## src/hw/rtl/sgfd_pkg.sv

```systemverilog
`timescale 1ns / 1ps

package sgfd_pkg;

  localparam int unsigned CfgIdxW = 3;

  typedef enum logic [CfgIdxW-1:0] {
    REG_CARD_BASE    = 3'd0,
    REG_START_OFFSET = 3'd1,
    REG_TOTAL_LENGTH = 3'd2,
    REG_PLANE_WIDTH  = 3'd3,
    REG_CHROMA_PLANE = 3'd4,
    REG_RING_BASE    = 3'd5
  } sgfd_reg_e;

  localparam logic [1:0] STATUS_OK       = 2'd0;
  localparam logic [1:0] STATUS_SHORT    = 2'd1;
  localparam logic [1:0] STATUS_OVERFLOW = 2'd2;

  localparam logic [31:0] CTRL_CHROMA  = 32'h4861_000F;
  localparam logic [31:0] CTRL_LUMA    = 32'h08BE_100F;
  localparam logic [7:0]  LINES_CHROMA = 8'd8;
  localparam logic [7:0]  LINES_LUMA   = 8'd16;
  localparam logic [2:0]  GEOM_SWAP    = 3'd3;
  localparam logic [63:0] RING_ALIGN   = 64'd31;

  typedef struct packed {
    logic [63:0] seg_addr;
    logic [31:0] seg_len;
    logic        first_seg;
    logic        table_end;
  } sgfd_in_t;

  typedef struct packed {
    logic        desc_valid;
    logic [7:0]  desc_index;
    logic [31:0] desc_ctrl;
    logic [31:0] desc_len;
    logic [63:0] desc_host_addr;
    logic [63:0] desc_card_addr;
    logic [63:0] desc_next;
    logic        desc_last;
    logic [1:0]  status;
  } sgfd_out_t;

endpackage

```

## src/hw/rtl/sg_frame_descriptor_builder_core.sv

```systemverilog
`timescale 1ns / 1ps

// Scatter-gather frame descriptor chain builder.
// Input channel (in_valid_i / in_stall_o / in_data_i) takes one scatter element
// per word; first_seg starts a new transfer from the programmed registers.
// Output channel (out_valid_o / out_stall_i / out_data_o) gives at most one
// word per element: a descriptor, or an error word with desc_valid low.
// Registers are written through cfg_we_i / cfg_idx_i / cfg_data_i while the
// block is idle; the user must ensure this, the block does not enforce it.
// ring_base is aligned up to 32 bytes as it is written. An accepted element
// is held in the input register; its result is computed combinationally and
// registered into the result register. Throughput is one element per cycle
// unless the receiver stalls, set by the single compute stage between them.
// When the receiver stalls, the result register holds its word, the element
// behind it waits in the input register and in_stall_o rises.
// Reset clears the registers, the transfer state and both valid flags.
module sg_frame_descriptor_builder_core #(
  parameter int unsigned MAX_DESCS  = 256,
  parameter int unsigned DESC_BYTES = 32
) (
  input  logic                     clk_i,
  input  logic                     rst_ni,
  input  logic                     cfg_we_i,
  input  logic [2:0]               cfg_idx_i,
  input  logic [63:0]              cfg_data_i,
  input  logic                     in_valid_i,
  output logic                     in_stall_o,
  input  sgfd_pkg::sgfd_in_t       in_data_i,
  output logic                     out_valid_o,
  input  logic                     out_stall_i,
  output sgfd_pkg::sgfd_out_t      out_data_o
);
  import sgfd_pkg::*;

  localparam int unsigned CntW = $clog2(MAX_DESCS + 1);
  localparam int unsigned OffW = $clog2((MAX_DESCS + 1) * DESC_BYTES + 1);

  typedef enum logic [1:0] {
    PH_IDLE,
    PH_SKIP,
    PH_EMIT,
    PH_DONE
  } phase_e;

  logic [31:0] card_base_q, start_offset_q, total_length_q;
  logic [12:0] plane_width_q;
  logic        chroma_plane_q;
  logic [63:0] slot0_q;

  phase_e      phase_q, phase_d;
  logic [31:0] skip_left_q, skip_left_d;
  logic [31:0] bytes_left_q, bytes_left_d;
  logic [31:0] card_cursor_q, card_cursor_d;
  logic [CntW-1:0] cnt_q, cnt_d;
  logic [OffW-1:0] next_off_q, next_off_d;

  sgfd_in_t  in_q;
  logic      in_vld_q;
  sgfd_out_t out_q, out_d;
  logic      out_vld_q;
  logic      res_d;
  logic      adv;

  phase_e      ph;
  logic [31:0] skip, bytes, cursor, off, seglen;
  logic [CntW-1:0] cnt;
  logic [OffW-1:0] noff;
  logic        last;
  logic [7:0]  lines;

  assign adv         = in_vld_q && (!out_vld_q || !out_stall_i);
  assign in_stall_o  = in_vld_q && out_vld_q && out_stall_i;
  assign out_valid_o = out_vld_q;
  assign out_data_o  = out_q;

  always_ff @(posedge clk_i or negedge rst_ni) begin
    if (!rst_ni) begin
      card_base_q    <= '0;
      start_offset_q <= '0;
      total_length_q <= '0;
      plane_width_q  <= '0;
      chroma_plane_q <= 1'b0;
      slot0_q        <= '0;
    end else if (cfg_we_i) begin
      unique case (cfg_idx_i)
        REG_CARD_BASE:    card_base_q    <= cfg_data_i[31:0];
        REG_START_OFFSET: start_offset_q <= cfg_data_i[31:0];
        REG_TOTAL_LENGTH: total_length_q <= cfg_data_i[31:0];
        REG_PLANE_WIDTH:  plane_width_q  <= cfg_data_i[12:0];
        REG_CHROMA_PLANE: chroma_plane_q <= cfg_data_i[0];
        REG_RING_BASE:    slot0_q        <= (cfg_data_i + RING_ALIGN) & ~RING_ALIGN;
        default: ;
      endcase
    end
  end

  always_comb begin
    ph     = in_q.first_seg ? PH_SKIP : phase_q;
    skip   = in_q.first_seg ? start_offset_q : skip_left_q;
    bytes  = in_q.first_seg ? total_length_q : bytes_left_q;
    cursor = in_q.first_seg ? card_base_q : card_cursor_q;
    cnt    = in_q.first_seg ? '0 : cnt_q;
    noff   = in_q.first_seg ? OffW'(DESC_BYTES) : next_off_q;
    lines  = chroma_plane_q ? LINES_CHROMA : LINES_LUMA;

    off    = (ph == PH_SKIP) ? skip : '0;
    seglen = in_q.seg_len - off;
    last   = seglen >= bytes;

    phase_d       = ph;
    skip_left_d   = skip;
    bytes_left_d  = bytes;
    card_cursor_d = cursor;
    cnt_d         = cnt;
    next_off_d    = noff;
    res_d         = 1'b0;
    out_d         = '0;

    if (ph == PH_SKIP || ph == PH_EMIT) begin
      if (ph == PH_SKIP && in_q.seg_len != '0 && skip >= in_q.seg_len) begin
        skip_left_d = skip - in_q.seg_len;
        if (in_q.table_end) begin
          res_d        = 1'b1;
          out_d.status = STATUS_SHORT;
          phase_d      = PH_DONE;
        end
      end else if (ph == PH_SKIP && in_q.seg_len == '0 && skip != '0) begin
        res_d        = 1'b1;
        out_d.status = STATUS_SHORT;
        phase_d      = PH_DONE;
      end else if (ph == PH_SKIP && bytes == '0) begin
        skip_left_d = '0;
        phase_d     = PH_DONE;
      end else if (cnt == CntW'(MAX_DESCS)) begin
        skip_left_d  = '0;
        res_d        = 1'b1;
        out_d.status = STATUS_OVERFLOW;
        phase_d      = PH_DONE;
      end else begin
        skip_left_d          = '0;
        res_d                = 1'b1;
        out_d.desc_valid     = 1'b1;
        out_d.desc_index     = 8'(cnt);
        out_d.desc_ctrl      = chroma_plane_q ? CTRL_CHROMA : CTRL_LUMA;
        out_d.desc_len       = last ? bytes : seglen;
        out_d.desc_host_addr = in_q.seg_addr + {32'd0, off};
        out_d.desc_card_addr = {4'd0, last, GEOM_SWAP, 8'd0, lines,
                                plane_width_q[12:5], cursor};
        out_d.desc_next      = last ? '0 : slot0_q + 64'(noff);
        out_d.desc_last      = last;
        out_d.status         = STATUS_OK;
        card_cursor_d        = cursor + (last ? bytes : seglen);
        bytes_left_d         = last ? '0 : bytes - seglen;
        cnt_d                = cnt + 1'b1;
        next_off_d           = noff + OffW'(DESC_BYTES);
        if (last) begin
          phase_d = PH_DONE;
        end else if (in_q.table_end) begin
          out_d.status = STATUS_SHORT;
          phase_d      = PH_DONE;
        end else begin
          phase_d = PH_EMIT;
        end
      end
    end
  end

  always_ff @(posedge clk_i or negedge rst_ni) begin
    if (!rst_ni) begin
      in_vld_q      <= 1'b0;
      out_vld_q     <= 1'b0;
      phase_q       <= PH_IDLE;
      skip_left_q   <= '0;
      bytes_left_q  <= '0;
      card_cursor_q <= '0;
      cnt_q         <= '0;
      next_off_q    <= '0;
    end else begin
      if (in_valid_i && !in_stall_o) begin
        in_vld_q <= 1'b1;
      end else if (adv) begin
        in_vld_q <= 1'b0;
      end
      if (adv) begin
        out_vld_q     <= res_d;
        phase_q       <= phase_d;
        skip_left_q   <= skip_left_d;
        bytes_left_q  <= bytes_left_d;
        card_cursor_q <= card_cursor_d;
        cnt_q         <= cnt_d;
        next_off_q    <= next_off_d;
      end else if (!out_stall_i) begin
        out_vld_q <= 1'b0;
      end
    end
  end

  always_ff @(posedge clk_i) begin
    if (in_valid_i && !in_stall_o) begin
      in_q <= in_data_i;
    end
    if (adv && res_d) begin
      out_q <= out_d;
    end
  end

endmodule

```

## config.mk

```make
export PLATFORM = sky130hd
export DESIGN_NAME = sg_frame_descriptor_builder_core
export DESIGN_NICKNAME = d
export VERILOG_FILES = /design/src/hw/rtl/sgfd_pkg.sv /design/src/hw/rtl/sg_frame_descriptor_builder_core.sv
export SDC_FILE = /design/constraint.sdc
export NUM_CORES = 1
export LEC_CHECK = 0
export BUFFER_PORTS_ARGS = -buffer_cell sky130_fd_sc_hd__buf_4
export CORE_MARGIN = 2
export CORE_UTILIZATION = 55
export DETAILED_ROUTE_END_ITERATION = 16
export HOLD_SLACK_MARGIN = 0.1
export PLACE_DENSITY = 0.79
export SLEW_MARGIN = 20
export SYNTH_ARGS = -nofsm -noshare
export SYNTH_HDL_FRONTEND = slang
export SYNTH_SLANG_ARGS = --single-unit
export TNS_END_PERCENT = 10
```

## constraint.sdc

```tcl
create_clock -name clk_i -period 20.6 [get_ports clk_i]
set_input_delay 3.09 -clock clk_i [delete_from_list [all_inputs] [get_ports clk_i]]
set_output_delay 3.09 -clock clk_i [all_outputs]
set_load 0.005 [all_outputs]
```

== Word-level counts from Yosys, hierarchy flattened ==
Index checks and enable logic that the tools add are counted.
Word-level totals
  register bits after elaboration: 658
  output and inout bits: 270
Operators by class
  equal/unequal tests: 9
  magnitude comparators: 2
  bitwise gates (word level): 1
  reductions and logical operators: 30
  muxes and demuxes: 59
  add/subtract/negate cells: 9
Operator list (count)
  32-bit 2-to-1 mux: 19
  266-bit 2-to-1 mux: 1
  32-bit subtractor: 3
  14-bit 2-to-1 mux: 6
  64-bit by 14-bit adder with 64-bit output: 1
  64-bit by 32-bit adder with 64-bit output: 1
  64-bit by 5-bit adder with 64-bit output (second input constant): 1
  32-bit greater-or-equal comparator: 2
  32-bit logical NOT: 2
  64-bit 2-to-1 mux: 1
  32-bit nonzero test: 2
  9-bit 2-to-1 mux: 6
  32-bit adder: 1
  31-bit 2-to-1 mux: 1
  2-bit 2-to-1 mux: 12
  14-bit by 6-bit adder with 14-bit output (second input constant): 1
  1-bit 2-to-1 mux: 12
  2-bit AND reduction: 6
  1-bit logical AND: 10
  9-bit by 1-bit adder with 9-bit output (second input constant): 1
  9-bit equality test (second input constant): 1
  3-bit by 2-bit equality test with 1-bit output (second input constant): 2
  3-bit equality test (second input constant): 2
  6-bit OR reduction: 1
  other kinds (12): 15

== Logic depth before layout (Yosys ltp) ==
Gate-level depths: netlist (run 1).
  depth after elaboration: 12
  depth in mapped cells: 49

== Worst setup path after synthesis (run 1) ==
Ideal clock, no wire load.
  path type: input port to flip-flop
  start: input port out_stall_i
  end: register out_q, in the netlist out_data_o[0], enable pin
  library setup time: 0.863 ns
  cell stages on the path: 6
  path slack: 5.640 ns
  path buffers: 1
  data arrival time: 14.097 ns
  path through: nand2_1 > nand2_1 > clkbuf_1 > nor2_1 > o21ai_0 > a21oi_1
On the way
  word-level cells in the longest chain between the ends: 4
Ends and longest elaborated chain
  from (decl): line sg_frame_descriptor_builder_core.sv:30  | input logic out_stall_i,
  1-bit logical NOT
  1-bit logical OR: line sg_frame_descriptor_builder_core.sv:71  | assign adv = in_vld_q && (!out_vld_q || !out_stall_i);
  1-bit logical AND: line sg_frame_descriptor_builder_core.sv:71
  1-bit logical AND: line sg_frame_descriptor_builder_core.sv:202  | if (adv && res_d) begin
  to (signal assigned): line sg_frame_descriptor_builder_core.sv:203  | out_q <= out_d;
  to (decl): line sg_frame_descriptor_builder_core.sv:59  | sgfd_out_t out_q, out_d;
No other way between the ends.
A chain may end at the register's enable or synchronous reset.

== Worst setup path after layout (run 1) ==
  start: register in_q[1] (netlist name)
  end: register card_cursor_q[31]
On the way
  word-level cells in the longest chain between the ends: 12
  elaborated cells between the ends (all ways): 27
  those cells by class: 2 x add/sub; 2 x order compare; 3 x eq/ne; 12 x mux; 8 x reduce/logical
Ends and longest elaborated chain
  from (decl): line sg_frame_descriptor_builder_core.sv:57  | sgfd_in_t in_q;
  from (signal assigned): line sg_frame_descriptor_builder_core.sv:200  | in_q <= in_data_i;
  2-bit 2-to-1 mux: line sg_frame_descriptor_builder_core.sv:98  | ph = in_q.first_seg ? PH_SKIP : phase_q;
  2-bit by 1-bit equality test with 1-bit output
  32-bit 2-to-1 mux: line sg_frame_descriptor_builder_core.sv:106  | off = (ph == PH_SKIP) ? skip : '0;
  32-bit subtractor: line sg_frame_descriptor_builder_core.sv:107  | seglen = in_q.seg_len - off;
  32-bit greater-or-equal comparator: line sg_frame_descriptor_builder_core.sv:108  | last = seglen >= bytes;
  32-bit 2-to-1 mux: line sg_frame_descriptor_builder_core.sv:152  | card_cursor_d = cursor + (last ? bytes : seglen);
  32-bit adder: line sg_frame_descriptor_builder_core.sv:152
  32-bit 2-to-1 mux: line sg_frame_descriptor_builder_core.sv:134  | end else if (cnt == CntW'(MAX_DESCS)) begin
  32-bit 2-to-1 mux: line sg_frame_descriptor_builder_core.sv:131  | end else if (ph == PH_SKIP && bytes == '0) begin
  32-bit 2-to-1 mux: line sg_frame_descriptor_builder_core.sv:127  | end else if (ph == PH_SKIP && in_q.seg_len == '0 && skip != '0) begin
  32-bit 2-to-1 mux: line sg_frame_descriptor_builder_core.sv:120  | if (ph == PH_SKIP && in_q.seg_len != '0 && skip >= in_q.seg_len) begin
  32-bit 2-to-1 mux *: line sg_frame_descriptor_builder_core.sv:119  | if (ph == PH_SKIP || ph == PH_EMIT) begin
  to (signal assigned): line sg_frame_descriptor_builder_core.sv:189  | card_cursor_q <= card_cursor_d;
  to (decl): line sg_frame_descriptor_builder_core.sv:53  | logic [31:0] card_cursor_q, card_cursor_d;
Mark *: on every way between the ends. The rest lies on a longest branch, timed or not.

==> out/qor.yml, run 1 <==
outcome:
  status: "completed"
clock_network:
  ctsResizeCount: 0
  cts_num_sinks: 600
  cts_root_buffer: "clkbuf_16"
  cts_hold_buf: 0
  clock_latency_ps: 630
  cts.reportedPaths.clkPinSlew_ps: 60
  cts_tree: "yes"
  htreeDepth: 3
  cts_setup_buffers: 0
  cts_made_buffers: 66
  clk_path_buf_depth: 3
grt:
  gr-usage-all-layers_pct: 30.5
  grt_max_degree: 163
  grt_pass1_wl_um: 156000
  grt_overflow: 0
  grt_antenna_before_repair: 1
  grt_pass1_vias: 26700
timing:
  whs_ps: 477
  hold_viol_final: 0
  finClkSkew_ps: 29.9
  setup_viol: 0
  drv_slew: 0
  fmaxAchievable_mhz: 95.0
  fin_setup_tns_ps: 0
  rsz0062_at_grt: "no"
  min_period_ps: 10530
  max_slew_margin_pct: 28.8
  finalCritPeriodShare_pct: 51.1
  tightest_slew_ps: 1070
pwr:
  internal_power_mw: 3.93
  power_density_nw_per_um2: 168
  ir_worst_vdd_uv: 131
  pwr-share-seq_pct: 28.3
  clkPwrFrac_pct: 17.8
  pwr-share-comb_pct: 54.0
  switchingPower_mw: 2.96
  netSwitchingFraction_pct: 43.0
  p_leak_nw: 17.7
setup_path:
  cp-start-kind: "register"
  max_stage_delay_ps: 770
  required_ps: 21070
  cp_num_buf_inv: 5
  crit_arrival_ps: 11000
  crit_type: "reg2reg"
  worstPathMaxFanout: 56
  cp_top_family: "compound AO/OA/AOI/OAI gates"
  crit_top_cell: "a21oi_1"
  cp-end-kind: "register"
  cp_slowest_cell: "ha_1"
finish:
  areaGrowthSynthToFinish_pct: 16.6
  final_area_um2: 40900
  nets: 4185
  drive_above_1_share_pct: 18.8
logic_synthesis:
  syn_area_per_cell_um2: 10.0
  synth_cells: 3499
  synth_ff_type: "edfxtp_1"
  synth_cell_type_count: 80
  ys.warnings.count: 0
  synth-edff-count: 313
  async_flop_share_pct: 47.8
  synth-seq-cells: 600
  syn-cell-area_um2: 35100
  ys_seq_area_share_pct: 47.3
hold_path:
  min_path_type: "reg2reg"
route:
  antenna_left: 0
  wl_met2_um: 46000
  dr.max_layer_used: "met4"
  met1_length_um: 42800
  drt_pass1_iterations: 5
  drtIter0Drc: 2763
  viasPerCell: 5.90
  routedWlPerCell_um: 21.5
  vias: 28000
  drc_errors: 0
  met3_length_um: 8600
  wirelength_um: 102000
placement:
  gp_congestion: 0.955
  dp_hpwl_um: 73700
  io_buffers: 403
  place_area_um2: 38600
die:
  die_w_um: 257
  coreArea_um2: 63100
  fp.dieH_um: 257
  start_util_pct: 55.6
  ioPinCount: 440
  die_area_um2: 65800
  row_count: 92
flow_run:
  drv_cap: 0
[registers in the layout, indices dropped and copies added (netlist names)]
signal,flops
bytes_left_q,32
chroma_plane_q,1
phase_q,2
out_valid_o,1
slot0_q,59
out_data_o,215
plane_width_q,8
card_cursor_q,32
total_length_q,32
cnt_q,9
in_vld_q,1
skip_left_q,32
in_q,98
card_base_q,32
start_offset_q,32
next_off_q,14
[final timing paths]
| path | startpoint | endpoint | slack [ps] | depth (start not counted) |
|---|---|---|---|---|
| worst min register to register | card_cursor_q[6]$_DFFE_PN0P_ | card_cursor_q[6]$_DFFE_PN0P_ | 480 | 2 |
| worst max-delay path | in_q[1]$_DFFE_PP_ | card_cursor_q[31]$_DFFE_PN0P_ | 10070 | 42 |
| worst max register to register | in_q[1]$_DFFE_PP_ | card_cursor_q[31]$_DFFE_PN0P_ | 10070 | 42 |
| min in group asynchronous | rst_ni | skip_left_q[2]$_DFFE_PN0P_ | 2350 | 1 |
| max in group asynchronous | rst_ni | bytes_left_q[22]$_DFFE_PN0P_ | 16570 | 3 |
| worst min-delay path | card_cursor_q[6]$_DFFE_PN0P_ | card_cursor_q[6]$_DFFE_PN0P_ | 480 | 2 |
[tightest hold or removal path, cell delays in order (launching register included)]
cell,delay [ps]
dfrtp_1,340
nand2_1,40
o21ai_0,60
[synthesized netlist by cell type (12+ instances only)]
master    count  share of area [%]
a21o_1       67                1.4
mux2i_1      28               0.80
and4_1       16               0.40
nand3_1      93                1.3
nor2_1      311                3.3
xor2_1      139                3.5
nor2b_1      38               0.68
dfrtp_1     287                 20
buf_4        53                1.1
nor3_1       60               0.86
buf_1        22               0.24
a22oi_1      21               0.45
and2_1       76                1.4
mux2_2      176                5.7
xnor2_1     144                3.6
inv_1       171                1.8
and3_1       52               0.93
a31oi_1      40               0.71
clkbuf_1     99                1.1
a21oi_1     212                3.0
nand2b_1     23               0.41
nand4_1      47               0.84
a211o_1      12               0.30
a221oi_1     12               0.30
a211oi_1     13               0.28
o21bai_1     25               0.54
ha_1        172                6.1
nor4_1       42               0.75
o21ai_0     207                3.0
o21a_1       28               0.60
nand2_1     337                3.6
or3_1        18               0.32
edfxtp_1    313                 27
buf_2        15               0.21
[per-stage QoR]
stage / setup slack [ps] / power, mW / cells / utilization, %
CTS: 10290 / 6.85 / 4734 / 64.8
global route: 9350 / 7.34 / 4736 / 64.8
global placement: 10650 / 5.56 / 4613 / 61.2
floorplan: 5640 / 4.50 / 3534 / -
finish: 10070 / 6.89 / 4739 / 64.8
detailed placement: 10320 / 5.60 / 4613 / 61.2
[power by group through the flow]
stage          Combinational (mW)  Sequential (mW)  Clock, mW
3_3_place_gp                 3.61             1.95          0
6_report                     3.72             1.95       1.22
4_1_cts                      3.67             1.94       1.24
2_1_floorplan                2.53             1.98          0
5_1_grt                      4.08             1.98       1.28
3_5_place_dp                 3.65             1.96          0
[layer usage]
layer	vias up	track usage, %
li1	13100	-
met4	0	12.2
met1	13400	42.1
met3	223	6.31
met5	-	0
met2	1240	47.3
[final cells by class]
cell class | count | area, um^2
inverters | 173 | 651
repair buffers | 424 | 3240
fillers | 5050 | 22200
clock inverters | 31 | 419
well taps | 846 | 1060
clock buffers | 90 | 1800
multi-input cells | 2572 | 17100
flip-flops and latches | 600 | 16600
diodes | 3 | 7.51
[layout by cell type (no fill, tap or decap), types with 67 or more instances in the layout]
master,synthesis,final
a21o_1,67,67
a21oi_1,212,211
and2_1,76,74
buf_4,53,419
dfrtp_1,287,287
edfxtp_1,313,313
ha_1,172,172
inv_1,171,170
mux2_2,176,176
nand2_1,337,335
nand3_1,93,93
nor2_1,311,310
o21ai_0,207,207
xnor2_1,144,144
xor2_1,139,139
[cells by family (layout without fill, tap and decap cells)]
| kind of cell | after synthesis | after routing | share of synthesized area, % |
|---|---|---|---|
| XOR/XNOR | 283 | 283 | 7.07 |
| AND/OR/NAND/NOR | 1149 | 1149 | 15.6 |
| adder cells (fa/ha/maj) | 178 | 178 | 6.48 |
| buffers and inverters | 362 | 718 | 4.50 |
| multiplexers | 204 | 204 | 6.45 |
| flip-flops | 600 | 600 | 47.3 |
| other | 1 | 39 | 0.0107 |
| AO/OA/AOI/OAI | 722 | 722 | 12.6 |
Note: power is estimated with default switching activity, not from simulation.
==> run 2: changes to the inputs <==
- clock period: 20.6 -> 10.04 ns (I/O delays scaled with it)
==> out/qor.yml, run 2 (synthesis gave the netlist of run 1 again) <==
pwr:
  pwr-share-seq_pct: 28.3
  power_density_nw_per_um2: 346
  switchingPower_mw: 6.11
  ir_worst_vdd_uv: 224
  clkPwrFrac_pct: 17.4
  totalPowerFinal_mw: 14.1
  p_leak_nw: 17.7
  internal_power_mw: 8.03
  netSwitchingFraction_pct: 43.2
  pwr-share-comb_pct: 54.3
clock_network:
  ctsResizeCount: 0
  cts_tree: "yes"
  cts_setup_buffers: 0
  clk_path_buf_depth: 3
  clock_latency_ps: 620
  htreeDepth: 3
  cts_hold_buf: 0
  cts_root_buffer: "clkbuf_16"
  cts_num_sinks: 600
  cts_made_buffers: 67
  cts.reportedPaths.clkPinSlew_ps: 60
hold_path:
  min_path_type: "reg2reg"
grt:
  grt_antenna_before_repair: 3
  grt_overflow: 0
  grt-busiest-layer: "met2"
  grt_pass1_vias: 26700
  grt_max_degree: 163
  grt_util_met3_pct: 5.14
  grt_pass1_wl_um: 157000
  grt_use_met2_pct: 47.3
  grt_util_met1_pct: 42.8
  gr-usage-all-layers_pct: 30.6
finish:
  nets: 4192
  num_antenna_cells: 0
  drive_above_1_share_pct: 19.1
  areaGrowthSynthToFinish_pct: 16.7
  largest_register_ffs: 215
  final_cells: 4744
  final_common_cell: "buf_4"
  final_cell_mix: "buf_4 (425), nand2_1 (335), edfxtp_1 (313), nor2_1 (309), dfrtp_1 (287)"
timing:
  max_slew_margin_pct: 28.5
  rsz0062_at_grt: "no"
  setup_slack_ps: 774
  finalCritPeriodShare_pct: 92.3
  finClkSkew_ps: 23.0
  fin_setup_tns_ps: 0
  tightest_slew_ps: 1070
  fmaxAchievable_mhz: 108
  min_period_ps: 9270
  drv_slew: 0
  setup_viol: 0
  hold_viol_final: 0
route:
  drtIter0Drc: 2720
  drt_pass1_iterations: 8
  vias: 28100
  drc_errors: 0
  antenna_left: 0
  wirelength_um: 102000
  viasPerCell: 5.93
  routedWlPerCell_um: 21.6
setup_path:
  r2r_setup_slack_ps: 770
  crit_top_cell: "a21oi_1"
  worstPathMaxFanout: 38
  crit_arrival_ps: 9730
  crit_type: "reg2reg"
  cp_slowest_cell: "a31oi_4"
  cp-end-kind: "register"
  required_ps: 10500
  max_stage_delay_ps: 660
  cp-start-kind: "register"
die:
  fp.dieH_um: 257
  row_count: 92
  die_area_um2: 65800
  die_w_um: 257
  coreArea_um2: 63100
  ioPinCount: 440
  start_util_pct: 55.6
placement:
  place_ws_ps: 978
  gp_congestion: 0.972
  dp_cells: 4620
  dp_hpwl_um: 74600
  io_buffers: 403
outcome:
  status: "completed"
flow_run:
  drv_cap: 0
## run 2: changes by cell type in the layout (fill, tap and decap cells not counted), sizes merged
cell	delta
clkinv	+3
clkinvlp	+3
inv	+1
diode	-3
buf	+6
bufinv	-5
## run 2: worst max-delay path: cells and delay by family (launching register included)
kind | cells | cell delay, ps
compound gates | 19 | 4560
fa+ha+maj | 4 | 1380
simple gates | 9 | 1110
buf+inv | 4 | 880
mux | 2 | 420
flops | 1 | 410
xor+xnor | 2 | 320
## run 2: power groups by stage
stage	combinational, mW	sequential (mW)	clock [mW]
floorplan	5.18	3.96	0
global placement	7.46	4.01	0
detailed placement	7.54	4.03	0
CTS	7.59	3.99	2.49
global route	8.41	4.07	2.58
finish	7.68	4.01	2.46
## run 2: final timing paths
| check | endpoint | from | depth (start not counted) |
|---|---|---|---|
| max in group asynchronous | next_off_q[3]$_DFFE_PN0P_ | rst_ni | 3 |
| min in group asynchronous | skip_left_q[5]$_DFFE_PN0P_ | rst_ni | 1 |
| worst max register to register | card_cursor_q[31]$_DFFE_PN0P_ | in_q[1]$_DFFE_PP_ | 40 |
| worst min-delay path | card_cursor_q[5]$_DFFE_PN0P_ | card_cursor_q[5]$_DFFE_PN0P_ | 2 |
| worst min register to register | card_cursor_q[5]$_DFFE_PN0P_ | card_cursor_q[5]$_DFFE_PN0P_ | 2 |
| worst max-delay path | card_cursor_q[31]$_DFFE_PN0P_ | in_q[1]$_DFFE_PP_ | 40 |
## run 2: stage by stage
step                utilization (%)  area [um^2]  hold WS (ps)
detailed placement             61.3        38700           466
finish                         64.9        40900           478
global route                   64.9        40900           503
global placement               61.3        38700           456
floorplan                         -        35200           442
CTS                            64.8        40900           480
## run 2: final cells by class
cell class | instances | area, um^2
Clock inverter | 33 | 305
Multi-Input combinational cell | 2572 | 17100
Tap cell | 846 | 1060
Inverter | 173 | 651
Timing Repair Buffer | 430 | 3290
Fill cell | 5050 | 22200
Sequential cell | 600 | 16600
Clock buffer | 90 | 1890
## run 2: per-layer routing
| metal | share of wire (%) | vias to the layer above |
|---|---|---|
| li1 | - | 13100 |
| met1 | 42 | 13600 |
| met2 | 45 | 1215 |
| met3 | 8.1 | 219 |
| met4 | 4.5 | 2 |
| met5 | 0.012 | - |
